### src/hdl/brb_pkg.sv
`timescale 1ns / 1ps
// ----------------------------------------------------------------------------
// brb_pkg
// Shared constants, operation codes and controller/datapath interface types
// for the byte ring buffer.
// ----------------------------------------------------------------------------
package brb_pkg;

   // Storage slots built into the block
   localparam int DEPTH = 1024;

   // Pointer and size widths follow from the storage depth
   localparam int PTR_W  = $clog2(DEPTH);
   localparam int SIZE_W = PTR_W + 1;

   // Fixed field widths of the transaction ports
   localparam int OP_W     = 3;
   localparam int BYTE_W   = 8;
   localparam int OFFSET_W = 10;
   localparam int AMOUNT_W = 16;
   localparam int COUNT_W  = 10;
   localparam int CSR_W    = 11;

   // Width that holds any size, count or amount for comparisons
   localparam int WIDE_W = (SIZE_W > AMOUNT_W) ? SIZE_W : AMOUNT_W;

   // Remainder unit: one dividend bit per step
   localparam int DIV_STEPS = AMOUNT_W;
   localparam int DIV_CNT_W = $clog2(DIV_STEPS);

   // Operation codes
   localparam logic [OP_W-1:0] OP_WRITE    = 3'd0;
   localparam logic [OP_W-1:0] OP_PEEK     = 3'd1;
   localparam logic [OP_W-1:0] OP_SKIP     = 3'd2;
   localparam logic [OP_W-1:0] OP_FLUSH    = 3'd3;
   localparam logic [OP_W-1:0] OP_SET_HEAD = 3'd4;
   localparam logic [OP_W-1:0] OP_SET_TAIL = 3'd5;

   // Commands from controller to datapath
   typedef struct packed {
      logic accept;     // capture the incoming transaction
      logic exec;       // evaluate the operation against the current pointers
      logic div_start;  // load the remainder unit
      logic div_step;   // advance the remainder unit by one bit
      logic commit;     // update pointers, storage and result register
   } brb_cmd_type;

   // Status from datapath to controller
   typedef struct packed {
      logic needs_div;  // pointer load that needs the remainder unit
   } brb_status_type;

endpackage

### src/hdl/brb_ctrl.sv
`timescale 1ns / 1ps
// ----------------------------------------------------------------------------
// brb_ctrl
// Controller for the byte ring buffer: sequences each transaction through
// evaluate, optional remainder iteration and commit, and owns the result
// valid flag.
// ----------------------------------------------------------------------------
module brb_ctrl (
   input  logic                    clock,
   input  logic                    reset,
   input  logic                    req_valid,
   output logic                    req_stall,
   output logic                    rsp_valid,
   input  logic                    rsp_stall,
   input  brb_pkg::brb_status_type status,
   output brb_pkg::brb_cmd_type    cmd
);
   import brb_pkg::*;

   localparam logic [1:0] ST_IDLE   = 2'd0;
   localparam logic [1:0] ST_EXEC   = 2'd1;
   localparam logic [1:0] ST_DIVIDE = 2'd2;
   localparam logic [1:0] ST_DONE   = 2'd3;

   logic [1:0]           state_ff, state_in;
   logic [DIV_CNT_W-1:0] cnt_ff, cnt_in;
   logic                 rsp_valid_ff, rsp_valid_in;
   logic                 out_free;
   logic                 div_last;

   // Result register can take a new transaction when empty or draining
   assign out_free = !rsp_valid_ff || !rsp_stall;
   assign div_last = (cnt_ff == DIV_CNT_W'(DIV_STEPS - 1));

   // Next state and command decode
   always_comb begin
      state_in = state_ff;
      cnt_in   = cnt_ff;
      cmd      = '0;
      unique case (state_ff)
         ST_IDLE: begin
            if (req_valid) begin
               cmd.accept = 1'b1;
               state_in   = ST_EXEC;
            end
         end
         ST_EXEC: begin
            cmd.exec = 1'b1;
            if (status.needs_div) begin
               cmd.div_start = 1'b1;
               cnt_in        = '0;
               state_in      = ST_DIVIDE;
            end else begin
               state_in = ST_DONE;
            end
         end
         ST_DIVIDE: begin
            cmd.div_step = 1'b1;
            cnt_in       = cnt_ff + 1'b1;
            if (div_last) begin
               state_in = ST_DONE;
            end
         end
         ST_DONE: begin
            if (out_free) begin
               cmd.commit = 1'b1;
               state_in   = ST_IDLE;
            end
         end
         default: begin
            state_in = ST_IDLE;
         end
      endcase
   end

   // Result valid: set on commit, drop when taken
   always_comb begin
      rsp_valid_in = rsp_valid_ff;
      if (cmd.commit) begin
         rsp_valid_in = 1'b1;
      end else if (rsp_valid_ff && !rsp_stall) begin
         rsp_valid_in = 1'b0;
      end
   end

   always_ff @(posedge clock) begin
      if (reset) begin
         state_ff     <= ST_IDLE;
         cnt_ff       <= '0;
         rsp_valid_ff <= 1'b0;
      end else begin
         state_ff     <= state_in;
         cnt_ff       <= cnt_in;
         rsp_valid_ff <= rsp_valid_in;
      end
   end

   assign req_stall = (state_ff != ST_IDLE);
   assign rsp_valid = rsp_valid_ff;

   // Never overwrite a result that is still held by a stalled receiver
   a_commit_free : assert property (@(posedge clock) disable iff (reset)
      cmd.commit |-> !(rsp_valid_ff && rsp_stall))
      else $error("commit while result register is held");

   // An accepted transaction is evaluated in the next cycle
   a_accept_exec : assert property (@(posedge clock) disable iff (reset)
      (req_valid && !req_stall) |=> (state_ff == ST_EXEC))
      else $error("accepted transaction not evaluated");

   // Remainder iteration always runs its full step count
   a_div_len : assert property (@(posedge clock) disable iff (reset)
      (state_ff == ST_DIVIDE && !div_last) |=> (state_ff == ST_DIVIDE))
      else $error("remainder iteration cut short");

endmodule

### config.mk
export PLATFORM = sky130hd
export DESIGN_NAME = brb_ctrl
export DESIGN_NICKNAME = d
export VERILOG_FILES = /design/src/hdl/brb_pkg.sv /design/src/hdl/brb_ctrl.sv
export SDC_FILE = /design/constraint.sdc
export NUM_CORES = 1
export LEC_CHECK = 0
export BUFFER_PORTS_ARGS = -buffer_cell sky130_fd_sc_hd__clkbuf_2
export CAP_MARGIN = 5
export CORE_AREA = 2 2 39 41
export CTS_BUF_LIST = sky130_fd_sc_hd__clkbuf_4
export CTS_CLUSTER_DIAMETER = 120
export DETAILED_ROUTE_END_ITERATION = 6
export DIE_AREA = 0 0 41 43
export SLEW_MARGIN = 20
export SYNTH_ARGS = -nofsm -noshare
export SYNTH_HDL_FRONTEND = slang
export SYNTH_SLANG_ARGS = --single-unit
### constraint.sdc
create_clock -name clock -period 2.8 [get_ports clock]
set_input_delay 0.7 -clock clock [delete_from_list [all_inputs] [get_ports clock]]
set_output_delay 0.7 -clock clock [all_outputs]
set_load 0.03 [all_outputs]
==> impl_metrics.xml, run 1 <==
<?xml version="1.0" encoding="UTF-8"?>
<metrics>
  <group name="floorplanning">
    <metric name="die-width" unit="um">41</metric>
    <metric name="design.core.area" unit="sq um">1380</metric>
    <metric name="fp-row-count" unit="">14</metric>
    <metric name="die_outline_height" unit="um">43</metric>
    <metric name="area_enclosed_by_the_die_boundary" unit="sq um">1760</metric>
    <metric name="floorplan.initialDensity" unit="%">32.4</metric>
    <metric name="design.portCount" unit="">12</metric>
  </group>
  <group name="power_and_ir_drop">
    <metric name="power-per-cell-area" unit="nW/um^2">955</metric>
    <metric name="irDropWorstVdd" unit="uV">411</metric>
    <metric name="swShare" unit="%">45.5</metric>
    <metric name="power.internal" unit="mW">0.284</metric>
    <metric name="p_leak" unit="nW">0.251</metric>
    <metric name="p_seq_share" unit="%">26.9</metric>
    <metric name="pwr-share-clk" unit="%">18.0</metric>
    <metric name="power_switching" unit="mW">0.237</metric>
    <metric name="combinational_share_of_power" unit="%">55.1</metric>
  </group>
  <group name="synth">
    <metric name="synth_area_in_xor_xnor" unit="%">0</metric>
    <metric name="netlist-cell-type-count" unit="">23</metric>
    <metric name="synth-seq-cells" unit="">7</metric>
    <metric name="fraction_of_the_mapped_netlist_area_in_compound_gates" unit="%">20.9</metric>
    <metric name="syn-instance-count" unit="">51</metric>
    <metric name="count_of_flip_flops_with_a_built_in_enable_after_synthesis" unit="">0</metric>
    <metric name="yosysWarningCount" unit="">0</metric>
    <metric name="synth.mux.area_fraction" unit="%">2.23</metric>
    <metric name="synth_top_flop_cell" unit="">sky130_fd_sc_hd__dfxtp_1</metric>
    <metric name="synthAdderAreaFrac" unit="%">16.8</metric>
    <metric name="dominant_combinational_cell_family_by_area_after_synthesis" unit="">simple AND/OR/NAND/NOR gates</metric>
    <metric name="ys_async_sr_fraction" unit="%">0</metric>
    <metric name="yosysSeqAreaShare" unit="%">31.3</metric>
    <metric name="synth.cell_area" unit="sq um">448</metric>
    <metric name="syn_area_per_cell" unit="sq um">8.78</metric>
    <metric name="syn-num-nets" unit="">62</metric>
    <metric name="synth_simple_gate_area_share" unit="%">23.7</metric>
  </group>
  <group name="final_layout">
    <metric name="total_area_of_multi_input_combinational_cells" unit="sq um">285</metric>
    <metric name="n_antenna_cell" unit="">0</metric>
    <metric name="n_fill_cell" unit="">152</metric>
    <metric name="post-route-util" unit="%">39.4</metric>
    <metric name="final_nets" unit="">77</metric>
    <metric name="area_growth" unit="%">21.8</metric>
    <metric name="final_layout_size_suffix_gt1_share" unit="%">26.2</metric>
    <metric name="ff_latch_area" unit="sq um">140</metric>
  </group>
  <group name="critical_path">
    <metric name="critical_path.startpoint_type" unit="">flop</metric>
    <metric name="crit_path_cell_trace" unit="">inv_1 -&gt; ha_1 -&gt; clkbuf_2</metric>
    <metric name="critPathRequiredTime" unit="ns">2.10</metric>
    <metric name="setup.worst_path.end" unit="">cmd[1]</metric>
    <metric name="critical_path.reg2reg.endpoint" unit="">state_ff[0]$_SDFFE_PP0P_</metric>
    <metric name="setup.reg_to_reg.worst_slack" unit="ns">1.20</metric>
    <metric name="worstSetupEndpointType" unit="">output port</metric>
    <metric name="path_max_fanout" unit="">7</metric>
    <metric name="ff_to_ff_path_depth" unit="">5</metric>
    <metric name="timing_worst_setup_path_type" unit="">reg2out</metric>
    <metric name="worstReg2RegStart" unit="">state_ff[0]$_SDFFE_PP0P_</metric>
    <metric name="cpMaxStageDelayCell" unit="">sky130_fd_sc_hd__dfxtp_1</metric>
    <metric name="crit_start" unit="">state_ff[0]$_SDFFE_PP0P_</metric>
    <metric name="worst-endpoint-arrival" unit="ns">1.32</metric>
    <metric name="crit_path_max_incr_delay" unit="ns">0.35</metric>
  </group>
  <group name="sta">
    <metric name="period_needed" unit="ns">2.02</metric>
    <metric name="fin_worst_skew" unit="ns">0.00349</metric>
    <metric name="finalHoldWorstSlack" unit="ns">0.491</metric>
    <metric name="finalSetupTns" unit="ns">0</metric>
    <metric name="postLayoutSetupSlackWorst" unit="ns">0.784</metric>
    <metric name="tightestPinTransition" unit="ns">0.427</metric>
    <metric name="fmax" unit="GHz">0.496</metric>
    <metric name="report.final.hold_viol_count" unit="">0</metric>
    <metric name="final_slew_violations" unit="">0</metric>
    <metric name="grt_setup_unrepaired" unit="">false</metric>
    <metric name="final-setup-viol-count" unit="">0</metric>
    <metric name="portion_of_the_clock_cycle_consumed_by_the_worst_path_in_the_final_layout" unit="%">72.0</metric>
    <metric name="slew_headroom" unit="%">71.3</metric>
  </group>
  <group name="routing">
    <metric name="post_drt_wl_per_cell" unit="um">8.99</metric>
    <metric name="dr.first_iter.drc_count" unit="">2</metric>
    <metric name="wire_length_after_detailed_routing" unit="um">728</metric>
    <metric name="detail_route.drc_violations" unit="">0</metric>
    <metric name="antenna_violating_nets_post_route" unit="">0</metric>
    <metric name="viasPerCell" unit="">4.80</metric>
    <metric name="vias" unit="">389</metric>
    <metric name="drtPass1Iterations" unit="">2</metric>
  </group>
  <group name="cts">
    <metric name="numCtsBuffers" unit="">3</metric>
    <metric name="post_cts_setup_repair_bufs" unit="">0</metric>
    <metric name="cts_repair_resize_count" unit="">0</metric>
    <metric name="clock_tree.htree_level_count" unit="">1</metric>
    <metric name="worst_skew_pair.late_latency" unit="ns">0.24</metric>
    <metric name="tritoncts" unit="">done</metric>
    <metric name="cts_hold_repair.buffers" unit="">0</metric>
    <metric name="clock-root-buffer" unit="">sky130_fd_sc_hd__clkbuf_4</metric>
    <metric name="worst_setup_hold_path_clk_slew" unit="ns">0.05</metric>
    <metric name="clkSinkCount" unit="">7</metric>
    <metric name="clock_path_buffers" unit="">2</metric>
  </group>
  <group name="placement">
    <metric name="place.detailed.hpwl" unit="um">637</metric>
    <metric name="globalplace.congestion" unit="">0.647</metric>
    <metric name="post-place-ws" unit="ns">0.903</metric>
    <metric name="io_buffer_count" unit="">11</metric>
  </group>
  <group name="global_routing">
    <metric name="grt.total_usage" unit="%">9.05</metric>
    <metric name="overflow" unit="">0</metric>
    <metric name="grt_pass1_wl" unit="um">1080</metric>
    <metric name="initial_antenna_violation_count" unit="">0</metric>
    <metric name="first_global_vias" unit="">304</metric>
    <metric name="pin_count_of_the_biggest_net_entering_global_routing" unit="">8</metric>
  </group>
  <group name="flow_run">
    <metric name="max_cap_violations" unit="">0</metric>
  </group>
  <group name="worst_hold_path">
    <metric name="min_path_type" unit="">reg2reg</metric>
  </group>
  <group name="run_status">
    <metric name="status" unit="">complete, no violations</metric>
  </group>
</metrics>
==> layer usage <==
metal / up-vias / routed length (um) / track usage [%]
met2: 6 / 367 / 13.4
met3: 0 / 26 / 1.57
met5: - / 0 / 0
met4: 0 / 0 / 8.00
li1: 206 / - / -
met1: 177 / 334 / 10.3
==> kinds of logic after synthesis <==
kind of cell,after synthesis
adder cells (fa/ha/maj),6
buffers and inverters,5
AO/OA/AOI/OAI,12
multiplexers,1
flip-flops,7
AND/OR/NAND/NOR,20
==> how the worst min path moves through the flow <==
stage	cells past startpoint	endpoint	slack [ns]	start
finish	2	cnt_ff[0]$_SDFFE_PP0P_	0.49	cnt_ff[0]$_SDFFE_PP0P_
global route	2	cnt_ff[0]$_SDFFE_PP0P_	0.53	cnt_ff[0]$_SDFFE_PP0P_
CTS	2	cnt_ff[0]$_SDFFE_PP0P_	0.50	cnt_ff[0]$_SDFFE_PP0P_
detailed placement	2	cnt_ff[0]$_SDFFE_PP0P_	0.49	cnt_ff[0]$_SDFFE_PP0P_
global placement	2	cnt_ff[0]$_SDFFE_PP0P_	0.48	cnt_ff[0]$_SDFFE_PP0P_
floorplan	2	cnt_ff[0]$_SDFFE_PP0P_	0.46	cnt_ff[0]$_SDFFE_PP0P_
==> cell usage after synthesis (2+ instances only) <==
cell / n / area [sq um]
sky130_fd_sc_hd__dfxtp_1: 7 / 140
sky130_fd_sc_hd__nor2_1: 6 / 22.5
sky130_fd_sc_hd__a21oi_1: 4 / 20.0
sky130_fd_sc_hd__ha_1: 6 / 75.1
sky130_fd_sc_hd__inv_1: 4 / 15.0
sky130_fd_sc_hd__and2_1: 2 / 12.5
sky130_fd_sc_hd__nand2b_1: 2 / 12.5
sky130_fd_sc_hd__o21ai_0: 3 / 15.0
sky130_fd_sc_hd__nand2_1: 3 / 11.3
==> sequential cells by signal, summed over array words and instances (netlist names) <==
register / cells
cnt_ff: 4
rsp_valid: 1
state_ff: 2
==> cell type report <==
class | instances | share of cell area (%)
well taps | 16 | 3.67
repair buffers | 11 | 10.1
clock buffers | 4 | 5.50
inverters | 4 | 2.75
multi-input cells | 39 | 52.3
flip-flops and latches | 7 | 25.7
==> critical path, delay by kind of cell, from the launching register on <==
| family | cells | cell delay (ns) |
|---|---|---|
| buf+inv | 2 | 0.39 |
| flops | 1 | 0.35 |
| fa+ha+maj | 1 | 0.34 |
==> placed cells by master, fill, tap and decap left out <==
master                     count
sky130_fd_sc_hd__nor2_1        6
sky130_fd_sc_hd__a22oi_1       1
sky130_fd_sc_hd__a221oi_4      1
sky130_fd_sc_hd__nand3_2       1
sky130_fd_sc_hd__nand3b_1      1
sky130_fd_sc_hd__a311oi_1      1
sky130_fd_sc_hd__dfxtp_1       7
sky130_fd_sc_hd__clkbuf_2     11
sky130_fd_sc_hd__mux2i_1       1
sky130_fd_sc_hd__nor3_1        1
sky130_fd_sc_hd__inv_1         4
sky130_fd_sc_hd__and3_1        1
sky130_fd_sc_hd__clkbuf_4      4
sky130_fd_sc_hd__nand3_1       1
sky130_fd_sc_hd__ha_1          6
sky130_fd_sc_hd__nand2_1       3
sky130_fd_sc_hd__and2_1        2
sky130_fd_sc_hd__a32oi_1       1
sky130_fd_sc_hd__or2b_1        1
sky130_fd_sc_hd__a21boi_0      1
sky130_fd_sc_hd__nand2b_1      2
sky130_fd_sc_hd__a21oi_1       4
sky130_fd_sc_hd__o21ai_0       3
sky130_fd_sc_hd__nor2b_1       1
==> through the flow <==
step,total power [mW],instance area [sq um],std cells
finish,0.521,546,81
global route,0.567,546,81
CTS,0.527,546,81
detailed placement,0.431,515,77
global placement,0.428,515,77
floorplan,0.370,448,51
==> power groups by stage <==
stage | combinational (mW) | sequential, mW | clock [mW]
after global routing | 0.315 | 0.143 | 0.108
after detailed placement | 0.288 | 0.142 | 0
after CTS | 0.290 | 0.140 | 0.0970
after floorplan | 0.230 | 0.141 | 0
after global placement | 0.286 | 0.142 | 0
final | 0.287 | 0.140 | 0.0937
No activity file was read; power rests on OpenSTA's default activity.
==> run 2: changes to the inputs <==
==> constraint.sdc (replaced) <==
create_clock -name clock -period 1.75 [get_ports clock]
set_input_delay 0.4375 -clock clock [delete_from_list [all_inputs] [get_ports clock]]
set_output_delay 0.4375 -clock clock [all_outputs]
set_load 0.03 [all_outputs]
==> impl_metrics.xml, run 2 (synthesis results as in run 1) <==
<?xml version="1.0" encoding="UTF-8"?>
<metrics>
  <group name="power_and_ir_drop">
    <metric name="irDropWorstVdd" unit="uV">532</metric>
    <metric name="power-per-cell-area" unit="nW/um^2">1560</metric>
    <metric name="swShare" unit="%">44.4</metric>
    <metric name="p_seq_share" unit="%">26.0</metric>
    <metric name="combinational_share_of_power" unit="%">57.0</metric>
    <metric name="power.total" unit="mW">0.895</metric>
    <metric name="p_leak" unit="nW">0.250</metric>
    <metric name="power_switching" unit="mW">0.397</metric>
    <metric name="power.internal" unit="mW">0.497</metric>
    <metric name="pwr-share-clk" unit="%">16.9</metric>
  </group>
  <group name="floorplanning">
    <metric name="die_outline_height" unit="um">43</metric>
    <metric name="design.core.area" unit="sq um">1380</metric>
    <metric name="design.portCount" unit="">12</metric>
    <metric name="area_enclosed_by_the_die_boundary" unit="sq um">1760</metric>
    <metric name="floorplan.initialDensity" unit="%">32.4</metric>
    <metric name="die-width" unit="um">41</metric>
    <metric name="fp-row-count" unit="">14</metric>
  </group>
  <group name="cts">
    <metric name="worst_setup_hold_path_clk_slew" unit="ns">0.05</metric>
    <metric name="tritoncts" unit="">done</metric>
    <metric name="clock-root-buffer" unit="">sky130_fd_sc_hd__clkbuf_4</metric>
    <metric name="cts_hold_repair.buffers" unit="">0</metric>
    <metric name="clock_path_buffers" unit="">2</metric>
    <metric name="numCtsBuffers" unit="">3</metric>
    <metric name="clock_tree.htree_level_count" unit="">1</metric>
    <metric name="worst_skew_pair.late_latency" unit="ns">0.24</metric>
    <metric name="clkSinkCount" unit="">7</metric>
  </group>
  <group name="flow_run">
    <metric name="max_cap_violations" unit="">0</metric>
  </group>
  <group name="routing">
    <metric name="drtPass1Iterations" unit="">2</metric>
    <metric name="dr.first_iter.drc_count" unit="">3</metric>
    <metric name="post_drt_wl_per_cell" unit="um">9.89</metric>
    <metric name="viasPerCell" unit="">4.91</metric>
    <metric name="wire_length_after_detailed_routing" unit="um">801</metric>
    <metric name="vias" unit="">398</metric>
    <metric name="detail_route.drc_violations" unit="">0</metric>
    <metric name="antenna_violating_nets_post_route" unit="">0</metric>
  </group>
  <group name="critical_path">
    <metric name="ff_to_ff_path_depth" unit="">5</metric>
    <metric name="setup.reg_to_reg.worst_slack" unit="ns">0.30</metric>
    <metric name="critical_path.startpoint_type" unit="">flop</metric>
    <metric name="timing_worst_setup_path_type" unit="">reg2out</metric>
    <metric name="critical_path.reg2reg.endpoint" unit="">state_ff[0]$_SDFFE_PP0P_</metric>
    <metric name="worst-endpoint-arrival" unit="ns">1.19</metric>
    <metric name="critPathRequiredTime" unit="ns">1.31</metric>
    <metric name="path_max_fanout" unit="">7</metric>
    <metric name="worstReg2RegStart" unit="">state_ff[0]$_SDFFE_PP0P_</metric>
    <metric name="worstSetupEndpointType" unit="">output port</metric>
  </group>
  <group name="final_layout">
    <metric name="n_antenna_cell" unit="">0</metric>
    <metric name="area_growth" unit="%">27.9</metric>
    <metric name="largest_reg_flops" unit="">4</metric>
    <metric name="final_nets" unit="">77</metric>
    <metric name="final_layout_size_suffix_gt1_share" unit="%">36.9</metric>
    <metric name="layout_common_cells" unit="">sky130_fd_sc_hd__clkbuf_2, sky130_fd_sc_hd__nor2_1, sky130_fd_sc_hd__clkbuf_4</metric>
    <metric name="largest_register" unit="">cnt_ff</metric>
    <metric name="final_common_cell" unit="">sky130_fd_sc_hd__clkbuf_2</metric>
    <metric name="n_fill_cell" unit="">142</metric>
  </group>
  <group name="run_status">
    <metric name="status" unit="">complete, no violations</metric>
  </group>
  <group name="global_routing">
    <metric name="grt_pass1_wl" unit="um">1370</metric>
    <metric name="overflow" unit="">0</metric>
    <metric name="first_global_vias" unit="">358</metric>
    <metric name="grt.total_usage" unit="%">11.2</metric>
    <metric name="pin_count_of_the_biggest_net_entering_global_routing" unit="">8</metric>
    <metric name="initial_antenna_violation_count" unit="">0</metric>
  </group>
  <group name="placement">
    <metric name="place.detailed.hpwl" unit="um">663</metric>
    <metric name="io_buffer_count" unit="">11</metric>
    <metric name="globalplace.congestion" unit="">0.631</metric>
  </group>
  <group name="sta">
    <metric name="final-setup-viol-count" unit="">0</metric>
    <metric name="slew_headroom" unit="%">70.6</metric>
    <metric name="fmax" unit="GHz">0.613</metric>
    <metric name="tightestPinTransition" unit="ns">0.436</metric>
    <metric name="grt_setup_unrepaired" unit="">false</metric>
    <metric name="portion_of_the_clock_cycle_consumed_by_the_worst_path_in_the_final_layout" unit="%">93.2</metric>
    <metric name="report.final.hold_viol_count" unit="">0</metric>
    <metric name="finalSetupTns" unit="ns">0</metric>
    <metric name="period_needed" unit="ns">1.63</metric>
    <metric name="final_slew_violations" unit="">0</metric>
    <metric name="fin_worst_skew" unit="ns">0.000384</metric>
  </group>
  <group name="worst_hold_path">
    <metric name="hp-start" unit="">reset</metric>
    <metric name="hold_path_depth" unit="">2</metric>
    <metric name="min_path_type" unit="">in2reg</metric>
    <metric name="whs_endpoint" unit="">state_ff[1]$_SDFFE_PP0P_</metric>
  </group>
</metrics>
## run 2: worst max-delay path by stage
stage / from / end / depth (start not counted)
2_1_floorplan: state_ff[0]$_SDFFE_PP0P_ / cmd[4] / 4
3_3_place_gp: state_ff[0]$_SDFFE_PP0P_ / cnt_ff[2]$_SDFFE_PP0P_ / 5
3_5_place_dp: state_ff[0]$_SDFFE_PP0P_ / state_ff[0]$_SDFFE_PP0P_ / 5
4_1_cts: state_ff[0]$_SDFFE_PP0P_ / cmd[4] / 5
5_1_grt: state_ff[0]$_SDFFE_PP0P_ / cmd[0] / 3
6_report: state_ff[0]$_SDFFE_PP0P_ / cmd[1] / 3
## run 2: power groups by stage
stage	Sequential [mW]	Combinational, mW	Clock, mW
global placement	0.227	0.463	0
global route	0.241	0.576	0.172
CTS	0.225	0.475	0.157
finish	0.233	0.510	0.151
detailed placement	0.228	0.467	0
floorplan	0.225	0.367	0
## run 2: cell type report
cell class | count | area, sq um | area share (%)
multi-input cells | 39 | 303 | 52.8
clock buffers | 4 | 30.0 | 5.24
inverters | 4 | 15.0 | 2.62
flip-flops and latches | 7 | 143 | 24.9
well taps | 16 | 20.0 | 3.49
repair buffers | 11 | 62.6 | 10.9
## run 2: metal layers
metal	wire, um	part of all wire [%]	GRT usage [%]	vias to the layer above
met3	19	2.4	1.57	0
met4	0	0	6.00	0
met2	407	51	18.4	6
li1	-	-	-	206
met1	374	47	12.9	186
met5	0	0	0	-
## run 2: metrics by stage
stage	utilization (%)	worst slack, ns	hold WS [ns]	area [sq um]	cells
floorplan	-	0.0454	0.456	448	51
global placement	37.3	0.215	0.483	515	77
detailed placement	37.3	0.176	0.486	515	77
CTS	39.8	0.00444	0.466	551	81
global route	41.4	0.00332	0.469	573	81
finish	41.4	0.119	0.467	573	81
## run 2: repair_timing
action / 4_1_cts / 5_1_grt
setup buffers: 0 / 0
endpoints found under the setup margin: 2 / 5
gates resized for setup: 2 / 11
## run 2: critical path, cell delays in order (launching register included)
cell and delay, ns:
sky130_fd_sc_hd__dfxtp_2 0.34, sky130_fd_sc_hd__inv_2 0.10, sky130_fd_sc_hd__ha_2 0.28, sky130_fd_sc_hd__clkbuf_2 0.23
